$ cat config.mk
export PLATFORM = sky130hd
export DESIGN_NAME = conv_spike_fanout
export DESIGN_NICKNAME = d
export VERILOG_FILES = /design/src/rtl/csfo_pkg.sv /design/src/rtl/csfo_div.sv /design/src/rtl/conv_spike_fanout.sv
export VERILOG_INCLUDE_DIRS = /design/src /design/src/rtl
export SDC_FILE = /design/constraint.sdc
export NUM_CORES = 2
export LEC_CHECK = 0
export BUFFER_PORTS_ARGS = -buffer_cell sky130_fd_sc_hd__buf_2
export CORE_ASPECT_RATIO = 0.5
export CORE_MARGIN = 2
export CORE_UTILIZATION = 60
export CTS_CLUSTER_DIAMETER = 60
export DETAILED_ROUTE_END_ITERATION = 8
export PLACE_DENSITY = 0.77
export RECOVER_POWER = 50
export SLEW_MARGIN = 20
export SYNTH_ARGS = -nofsm -noshare
export SYNTH_HDL_FRONTEND = slang
export SYNTH_SLANG_ARGS = --single-unit
$ cat constraint.sdc
create_clock -name clk_i -period 11.7 [get_ports clk_i]
set_input_delay 0.585 -clock clk_i [delete_from_list [all_inputs] [get_ports clk_i]]
set_output_delay 0.585 -clock clk_i [all_outputs]
set_load 0.02 [all_outputs]
$ cat src/rtl/conv_spike_fanout_assert.svh
// Assertion macros for the spike fan-out block.
// CSFO_ASSERT_IMPL checks a consequent in the same cycle, CSFO_ASSERT_NEXT in the next cycle.
// Both sample on clk_i and stay quiet while rst_ni is low.
`ifndef CONV_SPIKE_FANOUT_ASSERT_SVH
`define CONV_SPIKE_FANOUT_ASSERT_SVH
`ifndef SYNTHESIS
`define CSFO_ASSERT_IMPL(lbl, ante, cons, msg) \
  lbl: assert property (@(posedge clk_i) disable iff (!rst_ni) (ante) |-> (cons)) \
    else $error(msg);
`define CSFO_ASSERT_NEXT(lbl, ante, cons, msg) \
  lbl: assert property (@(posedge clk_i) disable iff (!rst_ni) (ante) |=> (cons)) \
    else $error(msg);
`else
`define CSFO_ASSERT_IMPL(lbl, ante, cons, msg)
`define CSFO_ASSERT_NEXT(lbl, ante, cons, msg)
`endif
`endif

$ cat src/rtl/csfo_pkg.sv
package csfo_pkg;

  localparam int unsigned KSIDE_MAX = 7;
  localparam int unsigned KDEPTH    = KSIDE_MAX * KSIDE_MAX;

  // Shared divider: 17-bit dividend, 16-bit divisor, one quotient bit per cycle
  localparam int unsigned DVD_W     = 17;
  localparam int unsigned DSR_W     = 16;
  localparam int unsigned DIV_STEPS = DVD_W;
  localparam int unsigned CNT_W     = $clog2(DIV_STEPS + 1);

  localparam logic KIND_SPIKE = 1'b0;
  localparam logic KIND_LOAD  = 1'b1;

  localparam logic [2:0] REG_PRE_WIDTH   = 3'd0;
  localparam logic [2:0] REG_POST_WIDTH  = 3'd1;
  localparam logic [2:0] REG_POST_HEIGHT = 3'd2;
  localparam logic [2:0] REG_KERNEL_ROWS = 3'd3;
  localparam logic [2:0] REG_KERNEL_COLS = 3'd4;
  localparam logic [2:0] REG_PAD_ROWS    = 3'd5;
  localparam logic [2:0] REG_PAD_COLS    = 3'd6;
  localparam logic [2:0] REG_STRIDE_PAIR = 3'd7;

  typedef struct packed {
    logic             start;
    logic [DVD_W-1:0] dividend;
    logic [DSR_W-1:0] divisor;
  } div_req_t;

  typedef struct packed {
    logic             busy;
    logic             done;
    logic [DVD_W-1:0] quotient;
    logic [DSR_W-1:0] remainder;
  } div_rsp_t;

endpackage

$ cat src/rtl/csfo_div.sv
module csfo_div import csfo_pkg::*; (
  input  logic     clk_i,
  input  logic     rst_ni,
  input  div_req_t req_i,
  output div_rsp_t rsp_o
);

  logic [DSR_W-1:0] rem_q, rem_d;
  logic [DVD_W-1:0] quo_q, quo_d;
  logic [DSR_W-1:0] dsr_q;
  logic [CNT_W-1:0] cnt_q;
  logic             busy_q, done_q;
  logic [DSR_W:0]   trial;
  logic [DSR_W:0]   diff;
  logic             ge;

  // Restoring step: shift in the next dividend bit, subtract when it fits
  always_comb begin
    trial = {rem_q, quo_q[DVD_W-1]};
    diff  = trial - {1'b0, dsr_q};
    ge    = (trial >= {1'b0, dsr_q});
    rem_d = ge ? diff[DSR_W-1:0] : trial[DSR_W-1:0];
    quo_d = {quo_q[DVD_W-2:0], ge};
  end

  always_ff @(posedge clk_i or negedge rst_ni) begin
    if (!rst_ni) begin
      busy_q <= 1'b0;
      done_q <= 1'b0;
      cnt_q  <= '0;
    end else begin
      done_q <= 1'b0;
      if (req_i.start) begin
        busy_q <= 1'b1;
        cnt_q  <= CNT_W'(DIV_STEPS);
      end else if (busy_q) begin
        cnt_q <= cnt_q - 1'b1;
        if (cnt_q == CNT_W'(1)) begin
          busy_q <= 1'b0;
          done_q <= 1'b1;
        end
      end
    end
  end

  always_ff @(posedge clk_i) begin
    if (req_i.start) begin
      rem_q <= '0;
      quo_q <= req_i.dividend;
      dsr_q <= req_i.divisor;
    end else if (busy_q) begin
      rem_q <= rem_d;
      quo_q <= quo_d;
    end
  end

  assign rsp_o.busy      = busy_q;
  assign rsp_o.done      = done_q;
  assign rsp_o.quotient  = quo_q;
  assign rsp_o.remainder = rem_q;

endmodule

$ cat src/rtl/conv_spike_fanout.sv
// Convolution-kernel spike fan-out.
// A weight load writes its in-range kernel table entry when accepted. A spike runs three
// passes of the one shared restoring divider (id / pre width, then row and column over
// their strides) plus handoff and window setup, then one target per cycle unless stalled.
// rst_ni clears the registers to their defaults and idles the sequencer; the kernel table is
// not cleared and must be loaded before use.
`include "conv_spike_fanout_assert.svh"

module conv_spike_fanout import csfo_pkg::*; (
  input  logic        clk_i,
  input  logic        rst_ni,
  // input word stream
  input  logic        s_tvalid,
  output logic        s_tready,
  input  logic [39:0] s_tdata,   // pre_id[15:0], weight_index[21:16], weight_value[37:22]
  input  logic        s_tuser,   // kind: 0 spike, 1 weight load
  // target stream
  output logic        m_tvalid,
  input  logic        m_tready,
  output logic [31:0] m_tdata,   // post_id[15:0], weight[31:16]
  output logic        m_tlast,
  // register port
  input  logic        psel,
  input  logic        penable,
  input  logic        pwrite,
  input  logic [4:0]  paddr,
  input  logic [31:0] pwdata,
  output logic [31:0] prdata,
  output logic        pready
);

  localparam logic [2:0] ST_IDLE    = 3'd0;
  localparam logic [2:0] ST_DIV_ID  = 3'd1;
  localparam logic [2:0] ST_DIV_ROW = 3'd2;
  localparam logic [2:0] ST_DIV_COL = 3'd3;
  localparam logic [2:0] ST_SETUP   = 3'd4;
  localparam logic [2:0] ST_WALK    = 3'd5;

  typedef struct packed {
    logic       ok;    // at least one window position on the grid
    logic [2:0] lo;    // first window index on the grid
    logic [2:0] hi;    // last window index on the grid
    logic [7:0] base;  // grid coordinate of window index 0, low bits
  } span_t;

  // Range of window indices that land inside [0, size) around a centre.
  function automatic span_t win_span(logic signed [18:0] cen, logic [1:0] half,
                                     logic [7:0] size);
    logic signed [18:0] r0;
    logic signed [18:0] neg_r0;
    logic signed [18:0] two_h;
    logic signed [18:0] top;
    logic signed [18:0] lo;
    logic signed [18:0] hi;
    span_t              s;
    r0     = cen - signed'({17'b0, half});
    neg_r0 = -r0;
    two_h  = signed'({16'b0, half, 1'b0});
    top    = signed'({11'b0, size}) - 19'sd1 - r0;
    lo     = (neg_r0 > 19'sd0) ? neg_r0 : 19'sd0;
    hi     = (top < two_h) ? top : two_h;
    s.ok   = (lo <= hi);
    s.lo   = lo[2:0];
    s.hi   = hi[2:0];
    s.base = r0[7:0];
    return s;
  endfunction

  // ---------------------------------------------------------------------------
  // Registers
  // ---------------------------------------------------------------------------
  logic [15:0] pre_width_q;
  logic [7:0]  post_width_q, post_height_q;
  logic [2:0]  krows_q, kcols_q;
  logic [7:0]  pad_rows_q, pad_cols_q;
  logic [7:0]  stride_q;
  logic        cfg_we;

  assign pready = 1'b1;
  assign cfg_we = psel & penable & pwrite & pready;

  always_ff @(posedge clk_i or negedge rst_ni) begin
    if (!rst_ni) begin
      pre_width_q   <= 16'd1;
      post_width_q  <= 8'd1;
      post_height_q <= 8'd1;
      krows_q       <= 3'd1;
      kcols_q       <= 3'd1;
      pad_rows_q    <= 8'd0;
      pad_cols_q    <= 8'd0;
      stride_q      <= 8'd17;
    end else if (cfg_we) begin
      case (paddr[4:2])
        REG_PRE_WIDTH:   pre_width_q   <= pwdata[15:0];
        REG_POST_WIDTH:  post_width_q  <= pwdata[7:0];
        REG_POST_HEIGHT: post_height_q <= pwdata[7:0];
        REG_KERNEL_ROWS: krows_q       <= pwdata[2:0];
        REG_KERNEL_COLS: kcols_q       <= pwdata[2:0];
        REG_PAD_ROWS:    pad_rows_q    <= pwdata[7:0];
        REG_PAD_COLS:    pad_cols_q    <= pwdata[7:0];
        REG_STRIDE_PAIR: stride_q      <= pwdata[7:0];
        default: ;
      endcase
    end
  end

  always_comb begin
    case (paddr[4:2])
      REG_PRE_WIDTH:   prdata = {16'b0, pre_width_q};
      REG_POST_WIDTH:  prdata = {24'b0, post_width_q};
      REG_POST_HEIGHT: prdata = {24'b0, post_height_q};
      REG_KERNEL_ROWS: prdata = {29'b0, krows_q};
      REG_KERNEL_COLS: prdata = {29'b0, kcols_q};
      REG_PAD_ROWS:    prdata = {24'b0, pad_rows_q};
      REG_PAD_COLS:    prdata = {24'b0, pad_cols_q};
      REG_STRIDE_PAIR: prdata = {24'b0, stride_q};
      default:         prdata = '0;
    endcase
  end

  // Zero pre width or stride acts as one; the half window is side >> 1.
  logic [15:0] pw_eff;
  logic [3:0]  srow, scol;
  logic [1:0]  hrow, hcol;

  assign pw_eff = (pre_width_q == 16'd0) ? 16'd1 : pre_width_q;
  assign srow   = (stride_q[7:4] == 4'd0) ? 4'd1 : stride_q[7:4];
  assign scol   = (stride_q[3:0] == 4'd0) ? 4'd1 : stride_q[3:0];
  assign hrow   = krows_q[2:1];
  assign hcol   = kcols_q[2:1];

  // ---------------------------------------------------------------------------
  // Input word unpack
  // ---------------------------------------------------------------------------
  logic        in_acc;
  logic [15:0] in_pre_id;
  logic [5:0]  in_widx;
  logic [15:0] in_wval;

  assign in_pre_id = s_tdata[15:0];
  assign in_widx   = s_tdata[21:16];
  assign in_wval   = s_tdata[37:22];

  logic [2:0] state_q;

  assign s_tready = (state_q == ST_IDLE);
  assign in_acc   = s_tvalid & s_tready;

  // ---------------------------------------------------------------------------
  // Kernel table: written by loads, read once per emitted target
  // ---------------------------------------------------------------------------
  logic [15:0] kmem [KDEPTH];
  logic [15:0] wt_q;
  logic [5:0]  widx;
  logic        adv;

  always_ff @(posedge clk_i) begin
    if (in_acc && (s_tuser == KIND_LOAD) && (in_widx < 6'(KDEPTH))) begin
      kmem[in_widx] <= in_wval;
    end
    if (adv) begin
      wt_q <= kmem[widx];
    end
  end

  // ---------------------------------------------------------------------------
  // Shared divider and centre mapping
  // ---------------------------------------------------------------------------
  div_req_t div_req;
  div_rsp_t div_rsp;

  csfo_div u_div (
    .clk_i  (clk_i),
    .rst_ni (rst_ni),
    .req_i  (div_req),
    .rsp_o  (div_rsp)
  );

  logic [15:0]        col_q;    // pre column, the remainder of the first pass
  logic               neg_q;    // sign of the numerator now in the divider
  logic signed [18:0] cen_row_q, cen_col_q;
  logic [18:0]        row_num, col_num, num, num_mag;
  logic signed [18:0] cen_new;

  // numerator = coord - half + pad; it dips below zero only near the grid origin
  assign row_num = {3'b0, div_rsp.quotient[15:0]} - {17'b0, hrow} + {11'b0, pad_rows_q};
  assign col_num = {3'b0, col_q} - {17'b0, hcol} + {11'b0, pad_cols_q};
  assign num     = (state_q == ST_DIV_ID) ? row_num : col_num;
  assign num_mag = num[18] ? (19'd0 - num) : num;

  // Divide magnitudes, then restore the sign so the quotient truncates toward zero.
  assign cen_new = signed'(neg_q ? (19'd0 - {2'b0, div_rsp.quotient})
                                 : {2'b0, div_rsp.quotient}) + 19'sd1;

  always_comb begin
    div_req.start    = 1'b0;
    div_req.dividend = {1'b0, in_pre_id};
    div_req.divisor  = pw_eff;
    case (state_q)
      ST_IDLE: begin
        div_req.start = in_acc && (s_tuser == KIND_SPIKE);
      end
      ST_DIV_ID: begin
        div_req.start    = div_rsp.done;
        div_req.dividend = num_mag[16:0];
        div_req.divisor  = {12'b0, srow};
      end
      ST_DIV_ROW: begin
        div_req.start    = div_rsp.done;
        div_req.dividend = num_mag[16:0];
        div_req.divisor  = {12'b0, scol};
      end
      default: ;
    endcase
  end

  // ---------------------------------------------------------------------------
  // Window walk: only the on-grid rectangle is visited; when not stalled, one target per cycle
  // ---------------------------------------------------------------------------
  span_t      rspan, cspan;
  logic [2:0] wr_q, wc_q, wc_lo_q, wr_hi_q, wc_hi_q;
  logic [7:0] r0_q, c0_q;
  logic [7:0] prow, pcol;
  logic [15:0] prod;
  logic [16:0] id_sum;
  logic        walk_last;
  logic        ovld_q, last_q;
  logic [15:0] pid_q;

  assign rspan = win_span(cen_row_q, hrow, post_height_q);
  assign cspan = win_span(cen_col_q, hcol, post_width_q);

  assign prow      = r0_q + {5'b0, wr_q};
  assign pcol      = c0_q + {5'b0, wc_q};
  assign prod      = {8'b0, prow} * {8'b0, post_width_q};
  assign id_sum    = {1'b0, prod} + {9'b0, pcol};
  assign widx      = ({3'b0, wr_q} * {3'b0, kcols_q}) + {3'b0, wc_q};
  assign walk_last = (wr_q == wr_hi_q) && (wc_q == wc_hi_q);

  // advance when the output slot is empty or being drained this cycle
  assign adv = (state_q == ST_WALK) && (!ovld_q || m_tready);

  always_ff @(posedge clk_i or negedge rst_ni) begin
    if (!rst_ni) begin
      state_q   <= ST_IDLE;
      neg_q     <= 1'b0;
      cen_row_q <= '0;
      cen_col_q <= '0;
      wr_q      <= '0;
      wc_q      <= '0;
    end else begin
      case (state_q)
        ST_IDLE: begin
          if (in_acc && (s_tuser == KIND_SPIKE)) begin
            state_q <= ST_DIV_ID;
          end
        end
        ST_DIV_ID: begin
          if (div_rsp.done) begin
            neg_q   <= row_num[18];
            state_q <= ST_DIV_ROW;
          end
        end
        ST_DIV_ROW: begin
          if (div_rsp.done) begin
            cen_row_q <= cen_new;
            neg_q     <= col_num[18];
            state_q   <= ST_DIV_COL;
          end
        end
        ST_DIV_COL: begin
          if (div_rsp.done) begin
            cen_col_q <= cen_new;
            state_q   <= ST_SETUP;
          end
        end
        ST_SETUP: begin
          wr_q <= rspan.lo;
          wc_q <= cspan.lo;
          // drop the spike when the window misses the grid
          state_q <= (rspan.ok && cspan.ok) ? ST_WALK : ST_IDLE;
        end
        ST_WALK: begin
          if (adv) begin
            if (walk_last) begin
              state_q <= ST_IDLE;
            end else if (wc_q == wc_hi_q) begin
              wc_q <= wc_lo_q;
              wr_q <= wr_q + 3'd1;
            end else begin
              wc_q <= wc_q + 3'd1;
            end
          end
        end
        default: state_q <= ST_IDLE;
      endcase
    end
  end

  // Pre column, walk bounds and payload: no reset needed
  always_ff @(posedge clk_i) begin
    if ((state_q == ST_DIV_ID) && div_rsp.done) begin
      col_q <= div_rsp.remainder;
    end
    if (state_q == ST_SETUP) begin
      wc_lo_q <= cspan.lo;
      wr_hi_q <= rspan.hi;
      wc_hi_q <= cspan.hi;
      r0_q    <= rspan.base;
      c0_q    <= cspan.base;
    end
    if (adv) begin
      pid_q  <= id_sum[15:0];
      last_q <= walk_last;
    end
  end

  // Output register: hold the word until taken, load the next on advance
  always_ff @(posedge clk_i or negedge rst_ni) begin
    if (!rst_ni) begin
      ovld_q <= 1'b0;
    end else if (adv) begin
      ovld_q <= 1'b1;
    end else if (m_tready) begin
      ovld_q <= 1'b0;
    end
  end

  assign m_tvalid = ovld_q;
  assign m_tdata  = {wt_q, pid_q};
  assign m_tlast  = last_q;

  // ---------------------------------------------------------------------------
  // Assertions
  // ---------------------------------------------------------------------------
  `CSFO_ASSERT_IMPL(a_idle_div_quiet, state_q == ST_IDLE, !div_rsp.busy, "divider busy while idle")
  `CSFO_ASSERT_IMPL(a_done_in_div, div_rsp.done, (state_q == ST_DIV_ID) || (state_q == ST_DIV_ROW) || (state_q == ST_DIV_COL), "divider result outside a divide state")
  `CSFO_ASSERT_IMPL(a_widx_range, state_q == ST_WALK, widx < 6'(KDEPTH), "kernel index past table")
  `CSFO_ASSERT_NEXT(a_last_ends, adv && walk_last, state_q == ST_IDLE, "walk continued past last target")
  `CSFO_ASSERT_NEXT(a_start_busy, div_req.start, div_rsp.busy, "divider did not start")

endmodule
## After elaboration in Yosys (flattened, before gate mapping)

Memory sizes are Yosys's and may differ from the RTL's. A register that Yosys moved wholly into a read port is not among the register bits.
Index checks and enable logic that the tools add are counted.

- Bits in registers: 225
- Latch bits: 0
- RAM bits: 784
- Bits in read-only memories: 0
- Bits of input ports: 85
- Output and inout bits: 68
- Logic and storage cells: 170
- Memories kept: 1

- $add $sub $neg: 23
- $mul: 2
- Divide/modulo/power cells: 0
- Order comparisons: 8
- Equal/unequal tests: 23
- Shifts and indexed selects: 0
- Muxes and demuxes: 47
- Bitwise operators: 4
- Reduce and logical (&&, ||, !) cells: 33

Memory list:

| memory | words | width | rd ports | clocked after Yosys merged registers in | write ports | RTL line | text |
|---|---|---|---|---|---|---|---|
| kmem | 49 | 16 | 1 | 1 | 1 | conv_spike_fanout.sv:152 | `logic [15:0] kmem [KDEPTH];` |

Operator list:

| cell | count |
|---|---|
| 32-bit one-hot mux with 8 select lines | 1 |
| 19-bit two-way mux | 6 |
| 33-bit one-hot mux with 2 select lines | 1 |
| 17-bit two-way mux | 3 |
| 3-bit two-way mux | 13 |
| 19-bit by 1-bit > comparator with 1-bit output (second input constant) | 2 |
| 19-bit less-or-equal comparator | 2 |
| 19-bit by 4-bit < comparator with 1-bit output | 2 |
| 19-bit negator | 2 |
| 19-bit by 3-bit subtractor with 19-bit output | 2 |
| 9-bit by 19-bit subtractor with 19-bit output | 2 |
| 17-bit by 9-bit adder with 18-bit output | 2 |
| 16-bit by 2-bit subtractor with 17-bit output | 2 |
| 16-bit two-way mux | 2 |
| 2-bit AND reduction | 10 |
| 19-bit by 2-bit adder with 19-bit output (second input constant) | 1 |
| 3-bit == test (second input constant) | 6 |
| 3-bit one-hot mux with 6 select lines | 1 |
| 1-bit by 17-bit subtractor with 18-bit output (first input constant) | 1 |
| 8-bit by 1-bit subtractor with 9-bit output (second input constant) | 2 |
| 17-bit by 16-bit greater-or-equal comparator with 1-bit output | 1 |
| 1-bit by 17-bit subtractor with 17-bit output (first input constant) | 1 |
| 16-bit by 8-bit adder with 16-bit output | 1 |
| 8-bit by 3-bit adder with 8-bit output | 2 |
| other kinds (31) | 72 |

## Longest topological paths before layout

- Depth after elaboration: 8
- Depth in mapped cells: 37
- Mapped depth without buffers: 35

## By module

From an unflattened synthesis, not the netlist that was laid out.

- Cells, all modules: 3711
- Area total of the unflattened synthesis: 51952.3 µm²

Modules (own cells, without submodules):

| module | instances | cells an instance | area each (µm²) | sequential area each (µm²) |
|---|---|---|---|---|
| conv_spike_fanout | 1 | 3408 | 48785.5 | 28551.1 |
| csfo_div | 1 | 303 | 3166.8 | 1486.4 |

## Worst setup path after synthesis

No wires, ideal clock.

- Kind: register to register
- Start point: register krows_q[1]
- End point: register state_q[2]
- Library setup time: 0.101 ns
- Arrival: 7.239 ns
- Slack: 4.360 ns
- Stages on the path, launching flop included: 35
- Clock period less this slack: 7.340 ns
- Cell sequence: dfrtp_1 > ha_1 > inv_1 > fa_1 > buf_2 > nor2_1 > nand3_1 > xnor2_1 > inv_1 > ha_1 > or4_1 > a21oi_1 > nor2_1 > o41ai_1 > nand3_1 > o41ai_2 > xnor2_1 > or4_1 > or4_1 > ha_1 > clkbuf_1 > clkbuf_1 > a21oi_1 > inv_1 > ha_1 > a21o_1 > a21o_1 > a211o_1 > a21o_1 > a21oi_1 > nor3_1 > o22ai_1 > mux2i_1 > o21ai_0 > o32ai_1

RTL lines:

| what | RTL line | text |
|---|---|---|
| start: declaration | conv_spike_fanout.sv:74 | `logic [2:0] krows_q, kcols_q;` |
| start signal: assignment | conv_spike_fanout.sv:97 | `REG_KERNEL_ROWS: krows_q <= pwdata[2:0];` |
| end signal: assignment | conv_spike_fanout.sv:281 | `state_q <= (rspan.ok && cspan.ok) ? ST_WALK : ST_IDLE;` |
| end: declaration | conv_spike_fanout.sv:144 | `logic [2:0] state_q;` |

==> results.sh <==
export IMPL_synth_xor_area_share_pct=4.01
export IMPL_overflow=0
export IMPL_violations="capacitance limit, slew limit"
export IMPL_vias=32326
export IMPL_max_stage_delay_ns=0.61
export IMPL_synth_top_cell_area_share_pct=51.4
export IMPL_cts_made_buffers=89
export IMPL_dieArea_mm2=0.0893
export IMPL_min_path_cells=2
export IMPL_ys_ff_latch=1025
export IMPL_fillers=6052
export IMPL_yosys_most_used_dff="edfxtp_1"
export IMPL_synth_cells=3719
export IMPL_firstDrtPassIters=6
export IMPL_internal_power_uw=9840
export IMPL_drt_initial_drc_count=3513
export IMPL_p_sw_share_pct=39.7
export IMPL_peakVddDrop_mv=0.358
export IMPL_min_period_ns=8.79
export IMPL_report_final_setup_viol=0
export IMPL_root_buffer="clkbuf_16"
export IMPL_yosysMostFrequentCell="edfxtp_1"
export IMPL_cp_max_fo=19
export IMPL_clkPwrFrac_pct=18.6
export IMPL_clk_latency_ns=0.72
export IMPL_core_area_mm2=0.0861
export IMPL_hold_viol_final=0
export IMPL_synth_edff_count=891
export IMPL_htreeDepth=3
export IMPL_p_leak_uw=0.0204
export IMPL_p_switching_uw=6490
export IMPL_cts_sinks=1025
export IMPL_yosys_area_share_simple_pct=9.41
export IMPL_drc=0
export IMPL_ant_nets=0
export IMPL_core_rowCount=76
export IMPL_cts_resized=0
export IMPL_synth_top_family_by_area="multiplexers"
export IMPL_grt_max_degree=108
export IMPL_grt_usage_pct=29.7
export IMPL_synth_top_cells_by_count="edfxtp_1 (891), mux4_2 (240), nand2_1 (224), nor2_1 (213), inv_1 (181)"
export IMPL_clock_path_buffers=3
export IMPL_grt_pass1_vias=32291
export IMPL_status="finished with violations"
export IMPL_ff2ff_path_depth=32
export IMPL_gp_congestion=0.906
export IMPL_start_util_pct=60.5
export IMPL_cp_data_required_time_ns=12.27
export IMPL_io_pins=153
export IMPL_final_setup_tns_ns=0
export IMPL_skew_ns=0.0474
export IMPL_vias_per_cell=6.37
export IMPL_port_buffers=115
export IMPL_cp_depth=32
export IMPL_wire_per_inst_um=25.6
export IMPL_ys_warn_count=0
export IMPL_worst_pin_slew_ns=3.83
export IMPL_wl_um=130000
export IMPL_die_h_um=212
export IMPL_slew_viol_final=957
export IMPL_nets=4148
export IMPL_cap_violations=19
export IMPL_hp_class="in2reg"
export IMPL_drive_above_1_share_pct=15.9
export IMPL_ys_seq_area_share_pct=57.7
export IMPL_cp_end_kind="register"
export IMPL_power_density_mw_per_mm2=287
export IMPL_pwr_share_comb_pct=52.1
export IMPL_die_w_um=421
export IMPL_critPathSlowestCell="ha_1"
export IMPL_critPathBufInv=3
export IMPL_crit_family="simple AND/OR/NAND/NOR gates"
export IMPL_critical_path_class="reg2reg"
export IMPL_synth_top_cell_by_area="edfxtp_1"
export IMPL_seqPwrFrac_pct=29.3
export IMPL_avgSynthCellArea_um2=14.0
export IMPL_grt_first_pass_wirelength_um=197000
export IMPL_syn_to_final_growth_pct=9.26
export IMPL_yosysUniqueCellTypes=98
export IMPL_cpMostUsedCell="ha_1"
export IMPL_dpl_hpwl_um=80700
export IMPL_synth_area_mm2=0.0521
export IMPL_antenna_found_initial=5
export IMPL_synth_async_reset_ratio_pct=11.5
export IMPL_fmax_mhz=114
export IMPL_fin_crit_sh_pct=75.1
export IMPL_synthTopCellsByArea="edfxtp_1 (51%), mux4_2 (10%), dfrtp_1 (5.3%), ha_1 (4.2%), xnor2_1 (2.4%)"
export IMPL_cp_arrival_ns=9.36
export IMPL_rsz0062_at_grt="no"
export IMPL_synth_mux_area_share_pct=12.9
export IMPL_critPathLaunchType="register"
export IMPL_slew_headroom_pct=-155
export IMPL_cts_tree="yes"
export IMPL_whs_ns=0.142
export IMPL_synth_adder_area_share_pct=6.45
export IMPL_cts_reportedPaths_clkPinSlew_ns=0.07
export IMPL_synth_compound_area_share_pct=6.72
## placed cells by master, fill, tap and decap left out, types with 13 or more instances in the layout
cell type  Yosys  routed
edfxtp_1     891     891
mux4_2       240     240
nand2_1      224     224
nor2_1       213     212
inv_1        181     181
ha_1         175     173
o21ai_0      159     159
xnor2_1      145     143
a21oi_1      130     130
dfrtp_1      111     111
clkbuf_16      0      91
xor2_1        90      90
and2_1        74      73
clkbuf_1     122      73
nor3_1        71      71
nand2b_1      63      63
mux2_2        64      62
buf_2          8      62
buf_4         17      62
mux2i_1       58      58
fa_1          58      57
nand3_1       50      50
nor2b_1       51      50
a211oi_1      38      38
or3_1         35      35
nor4_1        34      33
a21o_1        29      29
nand4_1       27      27
or4_1         21      21
clkinv_1       2      20
or2_2         20      20
and3_1        20      20
o211ai_1      19      19
conb_1         2      19
o21a_1        16      16
dfxtp_1       16      16
o31ai_1       14      14
clkinv_2       0      14
a31oi_1       13      13
## path summary, 6_finish.rpt
kind | start | to | slack (ns)
setup reg to reg | krows_q[1] | state_q[2] | 2.91
min in group asynchronous | rst_ni | cen_row_q[17] | 1.42
max in group asynchronous | rst_ni | post_height_q[4] | 5.39
hold reg to reg | cen_row_q[0] | cen_row_q[0] | 0.49
setup / recovery | krows_q[1] | state_q[2] | 2.91
hold / removal | pwdata[15] | pre_width_q[15] | 0.14
## state kept, by name (all words and copies together), names as in the netlist, 16 cells and up
signal / count
pid_q: 16
u_div.quo_q: 17
u_div.rem_q: 16
pre_width_q: 16
kmem: 784
cen_row_q: 19
col_q: 16
u_div.dsr_q: 16
cen_col_q: 19
wt_q: 16
## worst register-to-register path, delay by kind of cell (launching register included)
family / cells / cell delay (ns)
buf+inv: 3 / 0.27
mux: 1 / 0.44
simple gates: 9 / 2.56
fa+ha+maj: 5 / 1.86
flops: 1 / 0.53
compound gates: 12 / 2.43
xor+xnor: 2 / 0.61
## routing by layer
layer	routed length [µm]	vias to the layer above	track usage, %	share of wire (%)
met5	0	-	0	0
met4	4810	0	10.8	3.7
met3	9880	269	5.12	7.6
met2	64200	1359	49.6	49
met1	51200	16398	39.7	39
li1	-	14300	-	-
## area by class of cell
cell class / instances / area, µm² / share of cell area, %
clock buffer: 112 / 2410 / 4.23
inverter: 183 / 687 / 1.21
multi-input combinational: 2348 / 20700 / 36.4
timing repair buffer: 183 / 1020 / 1.79
sequential: 1025 / 30000 / 52.8
antenna: 3 / 7.51 / 0.0132
tap: 1170 / 1460 / 2.57
clock inverter: 52 / 554 / 0.974
## per-stage QoR
step                instances  cell area [µm²]  utilization, %  setup slack, ns  total power [µW]
detailed placement       4908            54000            62.8             3.11             13200
CTS                      5073            57000            66.2             3.05             16400
global placement         4908            54000            62.8             3.22             13000
global route             5073            56900            66.1             2.31             17400
finish                   5076            56900            66.1             2.91             16300
floorplan                3736            52100               -             4.36             11100
## cell families after synthesis
logic type / Yosys count
other: 2
muxes: 364
buffers and inverters: 363
AOI/OAI and AO/OA: 543
xor gates and xnor gates: 237
adders and majority gates: 234
and+or+nand+nor: 951
DFF: 1025
## power by group through the flow
stage	logic, µW	clock network, µW	registers (µW)
after floorplan	6380	0	4720
after global routing	9370	3200	4820
after detailed placement	8390	0	4850
after CTS	8530	3060	4770
after global placement	8180	0	4840
final	8510	3040	4790
## repair_timing
item                      CTS  global route
hold endpoints to repair   25             0
setup buffers               0             0
hold buffers                1             0
Power figures use the tool's default switching activity.
